--- config.mk ---
export PLATFORM = sky130hd
export DESIGN_NAME = fapc_lane
export DESIGN_NICKNAME = d
export VERILOG_FILES = /design/src/rtl/fapc_pkg.sv /design/src/rtl/fapc_lane.sv
export SDC_FILE = /design/constraint.sdc
export NUM_CORES = 2
export LEC_CHECK = 0
export ABC_AREA = 1
export BUFFER_PORTS_ARGS = -buffer_cell sky130_fd_sc_hd__clkbuf_2
export CAP_MARGIN = 20
export CORE_AREA = 3 3 258 260
export CTS_CLUSTER_DIAMETER = 100
export CTS_CLUSTER_SIZE = 16
export DETAILED_ROUTE_END_ITERATION = 6
export DIE_AREA = 0 0 261 263
export GPL_ROUTABILITY_DRIVEN = 1
export HOLD_SLACK_MARGIN = 0.08
export PLACE_DENSITY = 0.82
export RECOVER_POWER = 25
export SLEW_MARGIN = 25
export SYNTH_ARGS = -nofsm -noshare
export SYNTH_HDL_FRONTEND = slang
export SYNTH_SLANG_ARGS = --single-unit
--- constraint.sdc ---
create_clock -name clock -period 7.86 [get_ports clock]
set_input_delay 0.393 -clock clock [delete_from_list [all_inputs] [get_ports clock]]
set_output_delay 0.393 -clock clock [all_outputs]
set_load 0.02 [all_outputs]
--- src/rtl/fapc_pkg.sv ---
// Shared types and constants for the four-axis PID controller core.
// No dependencies; imported by every module of the block.
`timescale 1ns / 1ps
`default_nettype none

package fapc_pkg;

   // Q8.8 sample width of every input and output field
   localparam int DATA_WIDTH = 16;
   localparam int AXES       = 4;

   // Q4.12 gains and the shift back to Q8.8
   localparam int GAIN_W     = 16;
   localparam int GAIN_SHIFT = 12;

   // Integrator is a 16-bit Q8.8 value clamped to +/-100.0
   localparam int INT_W   = 16;
   localparam int ERR_W   = DATA_WIDTH + 1;
   localparam int DER_W   = ERR_W + 1;
   localparam int ISUM_W  = ((INT_W > ERR_W) ? INT_W : ERR_W) + 1;

   // Product and accumulator widths
   localparam int P_W     = GAIN_W + ERR_W;
   localparam int I_W     = GAIN_W + INT_W;
   localparam int D_W     = GAIN_W + DER_W;
   localparam int ACCUM_W = D_W + 2;
   localparam int SH_W    = ACCUM_W - GAIN_SHIFT;

   // Stream word widths
   localparam int REQ_TDATA_W = ((2 * AXES * DATA_WIDTH + 7) / 8) * 8;
   localparam int RSP_TDATA_W = ((AXES * DATA_WIDTH + 7) / 8) * 8;

   localparam int CSR_COUNT   = 8;
   localparam int CSR_INDEX_W = 3;

   typedef logic signed [DATA_WIDTH-1:0] sample_type;
   typedef logic signed [GAIN_W-1:0]     gain_type;
   typedef logic signed [ACCUM_W-1:0]    accum_type;

   // Configuration register map
   typedef enum logic [CSR_INDEX_W-1:0] {
      CSR_KP_XY  = 3'd0,
      CSR_KI_XY  = 3'd1,
      CSR_KD_XY  = 3'd2,
      CSR_KP_Z   = 3'd3,
      CSR_KI_Z   = 3'd4,
      CSR_KD_Z   = 3'd5,
      CSR_KP_YAW = 3'd6,
      CSR_KI_YAW = 3'd7
   } fapc_csr_type;

   localparam gain_type GAIN_RESET [CSR_COUNT] = '{
      16'sd1638, 16'sd41, 16'sd205, 16'sd410, 16'sd0, 16'sd0, 16'sd0, 16'sd0
   };

   // Integrator clamp, +/-100.0 in Q8.8
   localparam logic signed [INT_W-1:0] INT_MAX = 16'sd25600;
   localparam logic signed [INT_W-1:0] INT_MIN = -16'sd25600;

   // Output saturation limits at the shifted width
   localparam logic signed [SH_W-1:0] OUT_MAX =
      {{(SH_W - DATA_WIDTH + 1){1'b0}}, {(DATA_WIDTH - 1){1'b1}}};
   localparam logic signed [SH_W-1:0] OUT_MIN = ~OUT_MAX;

   // Per-stage load strobes shared by all lanes
   typedef struct packed {
      logic load1;
      logic load2;
   } fapc_stage_ctl_type;

endpackage : fapc_pkg

`default_nettype wire

--- src/rtl/fapc_lane.sv ---
// One axis lane: error, clamped integrator and derivative, then the three
// gain products. Depends on fapc_pkg.
`timescale 1ns / 1ps
`default_nettype none

module fapc_lane (
   input  wire                         clock,
   input  wire                         reset,
   input  fapc_pkg::fapc_stage_ctl_type ctl,
   input  fapc_pkg::sample_type        meas,
   input  fapc_pkg::sample_type        target,
   input  fapc_pkg::gain_type          kp,
   input  fapc_pkg::gain_type          ki,
   input  fapc_pkg::gain_type          kd,
   output fapc_pkg::accum_type         sum
);
   import fapc_pkg::*;

   // Axis state; between load1 and load2 it doubles as the stage 1 payload
   logic signed [INT_W-1:0]  integ_ff, integ_in;
   logic signed [ERR_W-1:0]  prev_err_ff, err_in;
   logic signed [DER_W-1:0]  der_ff, der_in;
   logic signed [ISUM_W-1:0] isum;

   logic signed [P_W-1:0] p_ff, p_in;
   logic signed [I_W-1:0] i_ff, i_in;
   logic signed [D_W-1:0] d_ff, d_in;

   // Stage 1: error, integrator with clamp, derivative
   always_comb begin
      err_in = ERR_W'(target) - ERR_W'(meas);
      isum   = ISUM_W'(integ_ff) + ISUM_W'(err_in);
      priority if (isum >= ISUM_W'(INT_MAX)) begin
         integ_in = INT_MAX;
      end else if (isum <= ISUM_W'(INT_MIN)) begin
         integ_in = INT_MIN;
      end else begin
         integ_in = isum[INT_W-1:0];
      end
      der_in = DER_W'(err_in) - DER_W'(prev_err_ff);
   end

   always_ff @(posedge clock) begin
      if (reset) begin
         integ_ff    <= '0;
         prev_err_ff <= '0;
      end else if (ctl.load1) begin
         integ_ff    <= integ_in;
         prev_err_ff <= err_in;
      end
   end

   always_ff @(posedge clock) begin
      if (ctl.load1) begin
         der_ff <= der_in;
      end
   end

   // Stage 2: gain products
   assign p_in = P_W'(kp) * P_W'(prev_err_ff);
   assign i_in = I_W'(ki) * I_W'(integ_ff);
   assign d_in = D_W'(kd) * D_W'(der_ff);

   always_ff @(posedge clock) begin
      if (ctl.load2) begin
         p_ff <= p_in;
         i_ff <= i_in;
         d_ff <= d_in;
      end
   end

   assign sum = ACCUM_W'(p_ff) + ACCUM_W'(i_ff) + ACCUM_W'(d_ff);

   // Integrator never leaves the clamp window
   a_integ_bound: assert property (@(posedge clock) disable iff (reset)
      (integ_ff <= INT_MAX) && (integ_ff >= INT_MIN))
      else $error("integrator outside clamp window");

   // State only moves on an accepted word
   a_state_hold: assert property (@(posedge clock) disable iff (reset)
      !ctl.load1 |=> $stable(integ_ff) && $stable(prev_err_ff))
      else $error("axis state changed without an accepted word");

   // Derivative is the step of the stored error
   a_der_step: assert property (@(posedge clock) disable iff (reset)
      ctl.load1 |=> der_ff == (DER_W'(prev_err_ff) - DER_W'($past(prev_err_ff))))
      else $error("derivative does not match error step");

endmodule : fapc_lane

`default_nettype wire

Yosys cells after proc, flatten, opt, wreduce, memory -nomap -nowiden. Cells that the tools add are included.

Order comparisons: 2. Muxes and demuxes: 2. Multiply operators: 3. Add/subtract/negate cells: 5.

Operators with widths (number): $add A34 B34 Y35 (1); $add A33 B32 Y34 (1); $mul A16 B18 Y34 (1); $mul A16 B17 Y33 (1); $mul A16 B16 Y32 (1); $mux W16 (2); $add A16 B17 Y18 (1); $ge A18 B16 Y1 const B (1); $le A18 B16 Y1 const B (1); $sub A17 B17 Y18 (1); $sub A16 B16 Y17 (1).

Flip-flop bits (word level): 150. Logic and storage cells: 18. Output and inout bits: 36.

Logic depth before layout (Yosys ltp).
Word-level depth: 5. Mapped depth: 31.

Worst setup path before layout. Ideal clock, no wire load.

Path kind: register to register. Start point: register integ_ff[3]. End point: register i_ff[28] (data pin). Cell stages (with the launch flop): 22. Arrival time: 5.744 ns. Setup time: 0.259 ns. Clock period less this slack: 6.003 ns. Slack: 1.857 ns. Buffers on the path: 2. Cells stage by stage: dfxtp_1 clkbuf_1 clkbuf_1 nand2_1 inv_1 fa_1 fa_1 fa_1 fa_1 fa_1 inv_1 fa_1 inv_1 ha_1 nand2_1 nor4_1 nand2_1 o211ai_1 nand3_1 nand2_1 a21oi_1 xnor2_1.

Longest elaborated chain between the ends: 1.

Ends and longest elaborated chain: start, declared (RTL line fapc_lane.sv:20) `logic signed [INT_W-1:0] integ_ff, integ_in;`; start signal, assigned (RTL line fapc_lane.sv:48) `integ_ff <= integ_in;`; $mul A16 B16 Y32 (RTL line fapc_lane.sv:61) `assign i_in = I_W'(ki) * I_W'(integ_ff);`; via i_in[28] (RTL line fapc_lane.sv:26) `logic signed [I_W-1:0] i_ff, i_in;`; end signal, assigned (RTL line fapc_lane.sv:67) `i_ff <= i_in;`; end, declared (RTL line fapc_lane.sv:26).

The timed path passes the listed nets, and every way through them passes these cells. A chain may end at the register's enable or synchronous reset.

Worst setup path after layout.
Start point: register der_ff[17]. End point: register d_ff[33] (data pin).

Longest elaborated chain between the ends: 1.

Ends and longest elaborated chain: start, declared (RTL line fapc_lane.sv:22) `logic signed [DER_W-1:0] der_ff, der_in;`; start signal, assigned (RTL line fapc_lane.sv:55) `der_ff <= der_in;`; $mul A16 B18 Y34 (RTL line fapc_lane.sv:62) `assign d_in = D_W'(kd) * D_W'(der_ff);`; via d_in[33] (RTL line fapc_lane.sv:27) `logic signed [D_W-1:0] d_ff, d_in;`; end signal, assigned (RTL line fapc_lane.sv:68) `d_ff <= d_in;`; end, declared (RTL line fapc_lane.sv:27).

The timed path passes the listed nets, and every way through them passes these cells.

==> metrics.md <==
| Metric | Value |
|---|---|
| Status | complete, but fails checks |
| Failing checks | capacitance limit, slew limit |
| Most common cell on crit path | fa_1 |
| Max Slew Vio Count | 139 |
| Vias in the first global route | 34,000 |
| Critical Path Start Type | register |
| Critical path capture point type | register |
| CTS buffer count | 17 |
| Slew @ Worst Pin | between 3 and 4 ns |
| Clock transition at path regs | roughly 0.070 ns |
| Fmax | around 150 MHz |
| Area fraction in compound gates after synthesis | 0.0525 |
| Most common cell after layout, fill and taps aside | inv_1 |
| CP Max Fanout | 16 |
| CTS max path bufs | 2 |
| First-pass GRT wire length | 171,000 µm |
| Mapped cell area | 0.0417 mm² |
| Cell Chain, Critical Path | nand2_1 > inv_1 > fa_1 > fa_1 > inv_1 > fa_1 > fa_1 > fa_1 > fa_1 > inv_1 > ha_1 > nand2_1 > nor4_1 > nand3_1 > nand3_1 > a21o_1 > a21oi_1 > xor2_1 |
| Diode count | 0 |
| Number of enable flip-flop cells after synthesis | between 100 and 150 |
| Drt pass-1 iters | 6 |
| Post-synthesis simple-gate area fraction | 0.141 |
| # resized after CTS | 0 |
| WP data arrival | 6.66 ns |
| Synthesized flop and latch total | 150 |
| Synth area leaders | fa_1 42%, inv_1 13%, nand2_1 10% |
| CTS tree | built |
| Synth unique cells | between 50 and 60 |
| RSZ-0062 raised after global routing | no |
| Crit share post-route | 0.824 |
| Most frequent cells in the layout | 1,486 x inv_1, 1,137 x nand2_1, 866 x fa_1 |
| Tmin final | roughly 6.5 ns |
| Most used DFF post-synth | edfxtp_1 |
| Post-synthesis mux area share | 0 |
| Dominant cell type by area after synthesis | fa_1 |
| Final Skew | between 0.01 and 0.015 ns |
| Max cap viols | 3 |
| Delay-heaviest family, CP | adder cells |
| Post-synth ARST share | 0 |
| Post-Route WL | 102,000 µm |
| Mapped Nets | about 6,400 |
| Area fraction of the dominant cell type after synthesis | 0.416 |
| Port bufs | 119 |
| Via density | 5.37 |
| Gr usage total | 0.314 |
| Synthesized instance count | 5,077 |
| Die Footprint | 0.0686 mm² |
| Vias | 31,700 |
| Initial DRC Count | 2,686 |
| Post-CTS Hold Fix Bufs | 0 |
| Detail Placement HPWL | 85,500 µm |
| CTS sink cnt | 150 |
| Post-route setup TNS | 0 ns |
| Fin nets | 6,319 |
| Worst EP required | 8.05 ns |
| Post-detailed-route count of antenna-violating nets | 0 |
| Synth Area in Adders | 0.516 |
| GRT overflow | 0 |
| Share of cells above drive strength 1 | 0.0448 |
| YS warnings | 0 |
| H-tree levels | 4 |
| Initial Utilization | 0.648 |
| Max-slew headroom | -1.26 |
| Syn Area/Cell | 8.21 µm² |
| Std-Cell Rows | 93 |
| Final Hold Violating Endpoints | 0 |
| Setup-failing EPs final | 0 |
| Initial antenna violation count | 0 |
| Worst path buffer plus inverter count | 3 |
| Slowest cell on crit path | fa_1 |
| Gp weighted congestion | 0.951 |
| Flop2flop setup slack | 1.38 ns |
| Maximum single-stage delay on the critical path | ~0.86 ns |
| Root buf cell | clkbuf_16 |
| Crit path kind | register to register |
| Horiz. Die Dim | 261 µm |
| XOR/XNOR Fraction of Synth Area | 0.0372 |
| Area Growth Syn to Fin | 3.92% |
| DR WL/cell | 17.3 µm |
| Worst skew pair latency | 0.45 ns |
| Largest net degree at the start of global routing | 67 |
| Largest family of logic cells by synthesized area | adder cells |
| # Post-CTS Setup Buffers | 0 |
| DIE HEIGHT | approximately 260 µm |
| Io pins | 120 |
| Worst Hold Class | primary input to register |
| # DRC | 0 |
| Core area | 0.0643 mm² |
| Sequential-to-total area share from yosys stat | 0.100 |
[registers in the layout, indices dropped and copies added (netlist names)]
name and flops:
p_ff 33, prev_err_ff 17, i_ff 32, integ_ff 16, der_ff 18, d_ff 34
[worst min-delay path: stages]
cell and delay [ns]:
clkbuf_2 0.08, ha_1 0.33, a21oi_1 0.11
[final cells by class]
type / count / area (µm²)
Clock buffer: 17 / 425
Clock inverter: 15 / 214
Fill cell: 5132 / 21000
Inverter: 1495 / 5610
Multi-Input combinational cell: 3237 / 31200
Sequential cell: 150 / 4170
Tap cell: 855 / 1070
Timing Repair Buffer: 133 / 688
[per-layer routing]
metal  track usage  share of wire  up-vias  routed length, µm
met3        0.0558          0.088      256               8990
met4        0.0947          0.034        0               3470
met1         0.430           0.41    15500              41400
met5             0              0        -                  0
li1              -              -    14600                  -
met2         0.516           0.47     1368              48100
[path summary, 6_finish.rpt]
kind / to / cells after the start / startpoint
max: d_ff[33] / 18 / der_ff[17]
max reg2reg: d_ff[33] / 18 / der_ff[17]
min reg2reg: integ_ff[15] / 2 / integ_ff[15]
min: prev_err_ff[0] / 3 / meas[0]
[cell usage after synthesis, drive strengths merged (13+ instances only)]
cell type / n
dfxtp: 33
edfxtp: 117
a21oi: 221
o21bai: 15
inv: 1492
a21o: 13
fa: 866
nand4: 14
nor4: 13
nand3: 86
ha: 335
xnor2: 71
clkbuf: 189
nor2: 154
o21ai: 107
xor2: 106
nor3: 20
nand2: 1155
[kinds of logic (layout without fill, tap and decap cells)]
family	after synthesis	count (layout)
buffers and inverters	1690	1660
and+or+nand+nor	1465	1465
adders and majority gates	1201	1201
AOI/OAI and AO/OA	394	394
xor gates and xnor gates	177	177
DFF	150	150
[stage by stage]
stage          utilization  cells  cell area, µm²  setup WS [ns]  hold slack (ns)
3_5_place_dp         0.664   5870           42700           1.34            0.584
3_3_place_gp         0.664   5870           42700           1.54            0.576
6_report             0.674   5902           43300           1.38            0.523
2_1_floorplan            -   5077           41700           1.86            0.480
5_1_grt              0.674   5902           43300          0.906            0.514
4_1_cts              0.674   5902           43400           1.31            0.411
Power is left out: the tool's default activity adds up to more than one toggle a clock period on the data nets, which glitch-free logic cannot reach.
