**config.mk**
```make
export PLATFORM = sky130hd
export DESIGN_NAME = fapc_merge
export DESIGN_NICKNAME = d
export VERILOG_FILES = /design/src/rtl/fapc_pkg.sv /design/src/rtl/fapc_merge.sv
export SDC_FILE = /design/constraint.sdc
export NUM_CORES = 1
export LEC_CHECK = 0
export BUFFER_PORTS_ARGS = -buffer_cell sky130_fd_sc_hd__clkbuf_2
export CORE_AREA = 2 2 118 120
export CTS_CLUSTER_DIAMETER = 120
export DETAILED_ROUTE_END_ITERATION = 10
export DIE_AREA = 0 0 120 122
export GPL_ROUTABILITY_DRIVEN = 0
export MAX_ROUTING_LAYER = met4
export PLACE_DENSITY = 0.55
export SLEW_MARGIN = 20
export SYNTH_ARGS = -nofsm -noshare
export SYNTH_HDL_FRONTEND = slang
export SYNTH_SLANG_ARGS = --single-unit
```
**constraint.sdc**
```tcl
create_clock -name clock -period 3.5 [get_ports clock]
set_clock_uncertainty 0.1 [all_clocks]
set_input_delay 0.525 -clock clock [delete_from_list [all_inputs] [get_ports clock]]
set_output_delay 0.525 -clock clock [all_outputs]
set_load 0.01 [all_outputs]
```
**src/rtl/fapc_pkg.sv**
```systemverilog
// Shared types and constants for the four-axis PID controller core.
// No dependencies; imported by every module of the block.
`timescale 1ns / 1ps
`default_nettype none

package fapc_pkg;

   // Q8.8 sample width of every input and output field
   localparam int DATA_WIDTH = 16;
   localparam int AXES       = 4;

   // Q4.12 gains and the shift back to Q8.8
   localparam int GAIN_W     = 16;
   localparam int GAIN_SHIFT = 12;

   // Integrator is a 16-bit Q8.8 value clamped to +/-100.0
   localparam int INT_W   = 16;
   localparam int ERR_W   = DATA_WIDTH + 1;
   localparam int DER_W   = ERR_W + 1;
   localparam int ISUM_W  = ((INT_W > ERR_W) ? INT_W : ERR_W) + 1;

   // Product and accumulator widths
   localparam int P_W     = GAIN_W + ERR_W;
   localparam int I_W     = GAIN_W + INT_W;
   localparam int D_W     = GAIN_W + DER_W;
   localparam int ACCUM_W = D_W + 2;
   localparam int SH_W    = ACCUM_W - GAIN_SHIFT;

   // Stream word widths
   localparam int REQ_TDATA_W = ((2 * AXES * DATA_WIDTH + 7) / 8) * 8;
   localparam int RSP_TDATA_W = ((AXES * DATA_WIDTH + 7) / 8) * 8;

   localparam int CSR_COUNT   = 8;
   localparam int CSR_INDEX_W = 3;

   typedef logic signed [DATA_WIDTH-1:0] sample_type;
   typedef logic signed [GAIN_W-1:0]     gain_type;
   typedef logic signed [ACCUM_W-1:0]    accum_type;

   // Configuration register map
   typedef enum logic [CSR_INDEX_W-1:0] {
      CSR_KP_XY  = 3'd0,
      CSR_KI_XY  = 3'd1,
      CSR_KD_XY  = 3'd2,
      CSR_KP_Z   = 3'd3,
      CSR_KI_Z   = 3'd4,
      CSR_KD_Z   = 3'd5,
      CSR_KP_YAW = 3'd6,
      CSR_KI_YAW = 3'd7
   } fapc_csr_type;

   localparam gain_type GAIN_RESET [CSR_COUNT] = '{
      16'sd1638, 16'sd41, 16'sd205, 16'sd410, 16'sd0, 16'sd0, 16'sd0, 16'sd0
   };

   // Integrator clamp, +/-100.0 in Q8.8
   localparam logic signed [INT_W-1:0] INT_MAX = 16'sd25600;
   localparam logic signed [INT_W-1:0] INT_MIN = -16'sd25600;

   // Output saturation limits at the shifted width
   localparam logic signed [SH_W-1:0] OUT_MAX =
      {{(SH_W - DATA_WIDTH + 1){1'b0}}, {(DATA_WIDTH - 1){1'b1}}};
   localparam logic signed [SH_W-1:0] OUT_MIN = ~OUT_MAX;

   // Per-stage load strobes shared by all lanes
   typedef struct packed {
      logic load1;
      logic load2;
   } fapc_stage_ctl_type;

endpackage : fapc_pkg

`default_nettype wire

```
**src/rtl/fapc_merge.sv**
```systemverilog
// Output stage: shifts each lane sum back to Q8.8, saturates, packs the
// four axes into one result word and holds it. Depends on fapc_pkg.
`timescale 1ns / 1ps
`default_nettype none

module fapc_merge (
   input  wire                            clock,
   input  wire                            reset,
   input  wire                            in_valid,
   output logic                           in_ready,
   input  fapc_pkg::accum_type            lane_sum [fapc_pkg::AXES],
   output logic                           rsp_tvalid,
   input  wire                            rsp_tready,
   // vel_x, vel_y, vel_z, yaw_rate from bit 0 up, zero padded
   output logic [fapc_pkg::RSP_TDATA_W-1:0] rsp_tdata
);
   import fapc_pkg::*;

   logic                   valid_ff, valid_in;
   logic [RSP_TDATA_W-1:0] data_ff, data_in;

   // Floor shift and saturation per lane
   always_comb begin
      logic signed [SH_W-1:0] shifted;
      data_in = '0;
      for (int ax = 0; ax < AXES; ax++) begin
         shifted = lane_sum[ax][ACCUM_W-1:GAIN_SHIFT];
         priority if (shifted > OUT_MAX) begin
            data_in[ax*DATA_WIDTH +: DATA_WIDTH] = OUT_MAX[DATA_WIDTH-1:0];
         end else if (shifted < OUT_MIN) begin
            data_in[ax*DATA_WIDTH +: DATA_WIDTH] = OUT_MIN[DATA_WIDTH-1:0];
         end else begin
            data_in[ax*DATA_WIDTH +: DATA_WIDTH] = shifted[DATA_WIDTH-1:0];
         end
      end
   end

   // Output register, free when empty or being taken
   assign in_ready = !valid_ff || rsp_tready;
   assign valid_in = in_ready ? in_valid : valid_ff;

   always_ff @(posedge clock) begin
      if (reset) begin
         valid_ff <= 1'b0;
      end else begin
         valid_ff <= valid_in;
      end
   end

   always_ff @(posedge clock) begin
      if (in_ready && in_valid) begin
         data_ff <= data_in;
      end
   end

   assign rsp_tvalid = valid_ff;
   assign rsp_tdata  = data_ff;

endmodule : fapc_merge

`default_nettype wire

```
After elaboration in Yosys (flattened, before gate mapping)

Cells that the tools add are included.

Magnitude comparators: 8
Muxes and demuxes: 4
Reductions and logical operators: 3

Operators by type and width:

| cell                   | count |
|---|---|
| $gt A24 B16 Y1 const B | 4 |
| $lt A24 B16 Y1 const B | 4 |
| $mux W16               | 4 |
| $logic_and A1 B1 Y1    | 1 |
| $logic_not A1 Y1       | 1 |
| $logic_or A1 B1 Y1     | 1 |

Flip-flop bits (word level): 65
Logic and storage cells: 20

Logic depth before layout (Yosys ltp)

Gate-level depths: netlist (run 1).

Depth after elaboration: 3
Depth in mapped cells: 5
Depth with buffers taken out: 3

Worst setup path before layout (run 1)

Ideal clock, no wire load.

Path kind: input to register
Start point: in rsp_tready
End point: reg data_ff[0] (netlist: rsp_tdata[0]), enable pin
Arrival: 2245 ps
Setup slack: 726 ps
Stages on the path: 2
Path buffers: 0
Cells stage by stage: nand2b_1 -> and2_1

Longest elaborated chain between the ends: 2

RTL lines:

| item                 | line             | source |
|---|---|---|
| start, declared      | fapc_merge.sv:13 | `input wire rsp_tready,` |
| $logic_or A1 B1 Y1   | fapc_merge.sv:39 | `assign in_ready = !valid_ff \|\| rsp_tready;` |
| $logic_and A1 B1 Y1  | fapc_merge.sv:51 | `if (in_ready && in_valid) begin` |
| end signal, assigned | fapc_merge.sv:52 | `data_ff <= data_in;` |
| end, declared        | fapc_merge.sv:20 | `logic [RSP_TDATA_W-1:0] data_ff, data_in;` |

Every way passes these cells.
A chain may end at the register's enable or synchronous reset.

Worst setup path in the final report (run 1)

Start point: in lane_sum[70] in the netlist's numbering
End point: reg data_ff[46] (netlist: rsp_tdata[46]), data pin

Longest elaborated chain between the ends: 2
Elaborated cells on any way between the ends: 3
Classes of those cells: order compare: 2; mux: 1

RTL lines:

| item            | line             | source |
|---|---|---|
| start, declared | fapc_merge.sv:11 | `input fapc_pkg::accum_type lane_sum [fapc_pkg::AXES],` |
| $lt A24 B16 Y1  | fapc_merge.sv:30 | `end else if (shifted < OUT_MIN) begin` |
| $mux W16        | fapc_merge.sv:30 |  |

Several ways; a longest one is shown, not always the timed one.

==> results of run 1 <==
## cells in the final DEF (no fill, tap or decap)
cell / count
bufinv_16: 2
buf_12: 1
clkinvlp_4: 1
clkbuf_16: 9
inv_1: 1
dfxtp_1: 1
inv_6: 1
clkinv_2: 1
a2bb2oi_2: 20
clkinv_1: 1
edfxtp_1: 64
a2bb2oi_1: 40
nand2_1: 4
a21oi_1: 1
and4_1: 8
clkinv_4: 1
and2_2: 1
nand3_1: 60
clkbuf_2: 165
nor4_1: 8
nand2b_1: 1
## logic make-up (layout without fill, tap and decap cells)
| group | Yosys count | after routing | share of synthesized area, % |
|---|---|---|---|
| AO/OA/AOI/OAI | 61 | 61 | 20.0 |
| buffers and inverters | 33 | 183 | 6.92 |
| flip-flops | 65 | 65 | 59.3 |
| AND/OR/NAND/NOR | 82 | 82 | 13.7 |
## power groups by stage
stage / Sequential, mW / Clock, mW / Combinational (mW)
after global routing: 0.928 / 1.02 / 0.258
after global placement: 0.938 / 0 / 0.234
after CTS: 0.925 / 1.00 / 0.239
after detailed placement: 0.940 / 0 / 0.238
final: 0.924 / 0.970 / 0.235
after floorplan: 0.965 / 0 / 0.0881
## registers in the layout, indices dropped and copies added, names as in the netlist
name and cells:
rsp_tdata 64, rsp_tvalid 1
## worst paths after layout
kind	startpoint	end	slack, ps	cells past startpoint
hold / removal	reset	rsp_tvalid$_SDFFE_PP0N_	260	2
hold reg to reg	rsp_tvalid$_SDFFE_PP0N_	rsp_tvalid$_SDFFE_PP0N_	440	2
setup reg to reg	rsp_tvalid$_SDFFE_PP0N_	rsp_tdata[38]$_SDFFCE_PN1P_	2110	3
setup / recovery	lane_sum[70]	rsp_tdata[46]$_SDFFCE_PN1P_	1820	4
## cell type report
class                   instances  area, µm²  share of cell area [%]
repair buffers                166        846                    19.0
flip-flops and latches         65       1940                    43.7
multi-input cells             143       1100                    24.9
inverters                       1       3.75                  0.0845
clock inverters                 7       93.8                    2.11
clock buffers                   9        225                    5.07
well taps                     180        225                    5.07
## layer usage
metal  vias to the layer above  track usage, %  wire length, µm
met5                         -               -                0
met2                       112            19.4             4140
met1                      1221            14.8             3680
li1                       1270               -                -
met3                         9            2.53              555
met4                         0            4.63              106
## stage by stage
stage	instance area, µm²	hold slack, ps	setup WS (ps)
after global routing	4440	261	1740
after global placement	4120	399	1490
after CTS	4440	244	1820
after floorplan	3270	493	726
final	4440	260	1820
after detailed placement	4120	445	1460
==> out/qor.csv, run 1 <==
metric,value,unit
routed_wl,8490,µm
hpwl,6120,µm
clk_pin_slew,60,ps
drc_errors,0,
antenna_cells,0,
worst_slew_pin_slew,741,ps
final_cells,571,
synth-seq-area-share,59.3,%
syn_inst,241,
synth_nets,389,
pwr-share-clk,45.6,%
io_pins,214,
post_drt_wl_per_cell,14.9,µm
dp.cells,555,
yosys.area.top_type,edfxtp_1,
fin_util,32.9,%
die-area,14600,µm²
synth.avg_cell_area,13.6,µm²
first_pass_iters,4,
rows,43,
start_util,24.2,%
swShare,22.8,%
dr.first_iter.drc_count,123,
cts_buffers,9,
htreeDepth,3,
setup_viol,0,
p_sw,0.485,mW
cts_hold_buf,0,
area_growth_syn_to_layout,35.7,%
fin_crit_sh,47.9,%
period_minus_slack,1680,ps
cts_tree,yes,
synthTopCellsByArea,"edfxtp_1, a2bb2oi_1, a2bb2oi_2",
p_comb_share,11.0,%
tns,0,ps
peakVddDrop,0.175,mV
cpPeakStageDelay,470,ps
cts_root_buf,clkbuf_16,
seqPwrFrac,43.4,%
worstHoldPathType,primary input to flop,
synth_common_cells,"edfxtp_1, nand3_1, a2bb2oi_1",
grt_start_max_net_pins,65,
cp.required,3460,ps
power_density,479,nW/µm²
postCtsResizedCells,0,
synth_ff_type,edfxtp_1,
internal-power,1.64,mW
ys_ff_latch,65,
die_h,122,µm
viasPerCell,4.57,
synth_cell_types,15,
drv_cap,0,
worstSetupEndpointType,flop,
antenna_found_initial,0,
crit_arrival,1640,ps
clk_latency,320,ps
drive_above_1_share,51.7,%
critPathBufInv,1,
port_buffers,165,
fillers,1368,
cp-start-kind,primary input,
ctsLongestPathBuffers,2,
crit_chain,clkbuf_2 > nor4_1 > nand2_1 > a2bb2oi_2,
rsz0062_at_grt,no,
synth-async-reset-ratio,0,%
cts.sinks,65,
yosys_warnings,0,
power.total,2.13,mW
max_freq,0.597,GHz
grtUsageTotal,12.0,%
worstPathMaxFanout,15,
critPathTopFamily,simple AND/OR/NAND/NOR gates,
synth_edf_count,64,
status,finished clean,
synth_top_area_share,58.7,%
grt_pass1_vias,2537,
grt_first_pass_wirelength,13100,µm
num-nets-final,534,
syn_area,3270,µm²
cts_setup_buffers,0,
core-area,13500,µm²
slew_viol_final,0,
yosysMostFrequentCell,edfxtp_1,
drt.antenna.violating_nets,0,
worstSetupPathType,primary input to flop,
p_leak,1.77,nW
num_vias,2612,
relSlewSlack,50.5,%
hold_viol,0,
die_w,120,µm
grt-ovfl-total,0,
slowest_stage,nand2_1,
Power figures use the tool's default switching activity.
==> run 2: changes to the inputs <==
--- a/config.mk
+++ b/config.mk
@@ -5,14 +5,15 @@
 export SDC_FILE = /design/constraint.sdc
 export NUM_CORES = 1
 export LEC_CHECK = 0
+export ABC_AREA = 1
 export BUFFER_PORTS_ARGS = -buffer_cell sky130_fd_sc_hd__clkbuf_2
-export CORE_AREA = 2 2 118 120
+export CORE_AREA = 2 2 109 111
 export CTS_CLUSTER_DIAMETER = 120
 export DETAILED_ROUTE_END_ITERATION = 10
-export DIE_AREA = 0 0 120 122
+export DIE_AREA = 0 0 111 113
 export GPL_ROUTABILITY_DRIVEN = 0
 export MAX_ROUTING_LAYER = met4
-export PLACE_DENSITY = 0.55
+export PLACE_DENSITY = 0.6
 export SLEW_MARGIN = 20
 export SYNTH_ARGS = -nofsm -noshare
 export SYNTH_HDL_FRONTEND = slang
==> constraint.sdc (replaced) <==
create_clock -name clock -period 1.5 [get_ports clock]
set_clock_uncertainty 0.1 [all_clocks]
set_input_delay 0.225 -clock clock [delete_from_list [all_inputs] [get_ports clock]]
set_output_delay 0.225 -clock clock [all_outputs]
set_load 0.01 [all_outputs]
==> out/qor.csv, run 2 <==
metric,value,unit,change
cts_buffers,9,,unchanged
routed_wl,7070,µm,-17%
synth-async-reset-ratio,0,%,unchanged
relSlewSlack,80.3,%,+30 points
cp-start-kind,flop,,
setup_viol,0,,unchanged
grtUsageTotal,11.7,%,-0.32 points
clk_pin_slew,50,ps,about the same
r2r_cells,2,,-1
port_buffers,165,,unchanged
cts_tree,yes,,
ys_ff_latch,65,,unchanged
critPathBufInv,1,,unchanged
post_drt_wl_per_cell,12.1,µm,-19%
power_density,1170,nW/µm²,+140%
slew_viol_final,0,,unchanged
grt_pass1_vias,2444,,-3.7%
core-area,11300,µm²,-17%
htreeDepth,3,,unchanged
num_vias,2408,,-7.8%
yosysMostFrequentCell,nand2_1,,
period_minus_slack,1230,ps,
worstHoldPathType,primary input to flop,,
cp.required,1400,ps,-2060 ps
critPathTopFamily,flip-flops,,
worstSetupPathType,flop to flop,,
rows,39,,-9.3%
clk_latency,320,ps,about the same
synth_top_area_share,69.3,%,+11 points
cts_root_buf,clkbuf_16,,
final_cells,585,,+2.5%
holdPathStages,1,,-1
synth.avg_cell_area,10.4,µm²,-23%
max_freq,0.816,GHz,
fin_crit_sh,81.7,%,
synthTopCellsByArea,"edfxtp_1, nand2_1, nor2_1",,
grt_start_max_net_pins,38,,-42%
swShare,22.0,%,-0.76 points
synth-seq-area-share,70.1,%,+11 points
worst_slew_pin_slew,294,ps,-447 ps
layout_commonest_cell,clkbuf_2,,
worstPathMaxFanout,37,,+22
drt.antenna.violating_nets,0,,unchanged
rsz0062_at_grt,no,,
timing.rr.start,rsp_tvalid$_SDFFE_PP0N_,,
synth_cell_types,13,,-2
largest_reg_flops,64,,unchanged
drc_errors,0,,unchanged
rr_endpoint,rsp_tdata[54]$_SDFFCE_PN1P_,,
power.total,4.75,mW,+120%
seqPwrFrac,45.7,%,+2.3 points
num-nets-final,585,,+9.6%
place_ws,181,ps,-1280 ps
setup_slack,275,ps,-1550 ps
peakVddDrop,0.604,mV,+250%
hpwl,5490,µm,-10%
yosys.area.top_type,edfxtp_1,,
die-area,12500,µm²,-14%
drive_above_1_share,43.7,%,-8.0 points
pwr-share-clk,42.8,%,-2.8 points
synth_edf_count,64,,unchanged
dr.first_iter.drc_count,82,,-33%
p_leak,1.95,nW,+9.8%
drv_cap,0,,unchanged
most-common-layout-cells,"clkbuf_2, nand2_1, edfxtp_1",,
internal-power,3.70,mW,+130%
fin_util,36.1,%,+3.2 points
hp-start,lane_sum[71],,
yosys_warnings,0,,unchanged
start_util,24.6,%,+0.36 points
first_pass_iters,4,,unchanged
slowest_stage,dfxtp_2,,
cts_setup_buffers,0,,unchanged
syn_inst,266,,+10%
hold_viol,0,,unchanged
cpPeakStageDelay,330,ps,-140 ps
dp.cells,568,,+2.3%
io_pins,214,,unchanged
die_w,111,µm,-7.5%
status,finished clean,,
synth_common_cells,"nand2_1, edfxtp_1, nor2_1",,
viasPerCell,4.12,,-10%
antenna_found_initial,0,,unchanged
crit_arrival,1130,ps,-510 ps
p_sw,1.05,mW,+120%
synth_ff_type,edfxtp_1,,
reg2reg_slack,270,ps,-1840 ps
synth_nets,414,,+6.4%
cp.depth,2,,-2
syn_area,2770,µm²,-15%
die_h,113,µm,-7.4%
ctsLongestPathBuffers,2,,unchanged
cts.sinks,65,,unchanged
grt-ovfl-total,0,,unchanged
p_comb_share,11.5,%,+0.5 points
worstSetupEndpointType,flop,,
crit_chain,a21oi_4 > buf_12,,
worstHoldEndpoint,rsp_tdata[47]$_SDFFCE_PN0P_,,
grt_first_pass_wirelength,11400,µm,-13%
area_growth_syn_to_layout,46.9,%,
antenna_cells,0,,unchanged
## run 2: kinds of logic after synthesis
| group | after synthesis | share of synthesized area [%] |
|---|---|---|
| simple gates | 180 | 25.5 |
| compound gates | 2 | 0.361 |
| buf+inv | 19 | 4.11 |
| flops | 65 | 70.1 |
## run 2: how the worst max path moves through the flow
| stage | from | to | slack, ps |
|---|---|---|---|
| after CTS | rsp_tvalid$_SDFFE_PP0N_ | in_ready | 270 |
| after global routing | rsp_tvalid$_SDFFE_PP0N_ | rsp_tdata[54]$_SDFFCE_PN1P_ | 230 |
| after floorplan | rsp_tvalid$_SDFFE_PP0N_ | rsp_tdata[0]$_SDFFCE_PN1P_ | -460 |
| after global placement | lane_sum[143] | rsp_tdata[14]$_SDFFCE_PN1P_ | 230 |
| final | rsp_tvalid$_SDFFE_PP0N_ | rsp_tdata[54]$_SDFFCE_PN1P_ | 270 |
| after detailed placement | lane_sum[143] | rsp_tdata[5]$_SDFFCE_PN1P_ | 180 |
## run 2: worst register-to-register path, delay by kind of cell (launching register included)
family                 cells  cell delay, ps
flip-flops                 1             330
AO/OA/AOI/OAI              1             200
buffers and inverters      1             260
## run 2: per-layer routing
layer	vias to the layer above	track usage, %	routed length (µm)
met3	11	2.46	463
met4	0	6.08	160
li1	1203	-	-
met2	111	19.9	3550
met5	-	-	0
met1	1083	13.0	2900
## run 2: layout make-up
class	count	area (µm²)
clock buffer	13	250
clock inverter	3	40.0
fill	1161	7200
inverter	7	26.3
multi-input combinational	182	727
sequential	65	1940
tap	143	179
timing repair buffer	172	906
## run 2: what timing repair did
item,in CTS,in global routing
gates resized for setup,0,0
endpoints found under the setup margin,0,0
hold buffers,1,0
hold endpoints to repair,1,0
## run 2: power by group through the flow
stage	clock network [mW]	registers (mW)	logic [mW]
after CTS	2.10	2.17	0.555
after global routing	2.20	2.18	0.609
final	2.03	2.17	0.544
after floorplan	0	2.26	0.193
after global placement	0	2.20	0.538
after detailed placement	0	2.21	0.552
## run 2: through the flow
step	hold WS [ps]	area, µm²	setup TNS, ps
2_1_floorplan	187	2780	-29410
3_3_place_gp	280	3770	0
3_5_place_dp	283	3770	0
4_1_cts	17.3	4070	0
5_1_grt	19.3	4070	0
6_report	32.5	4070	0
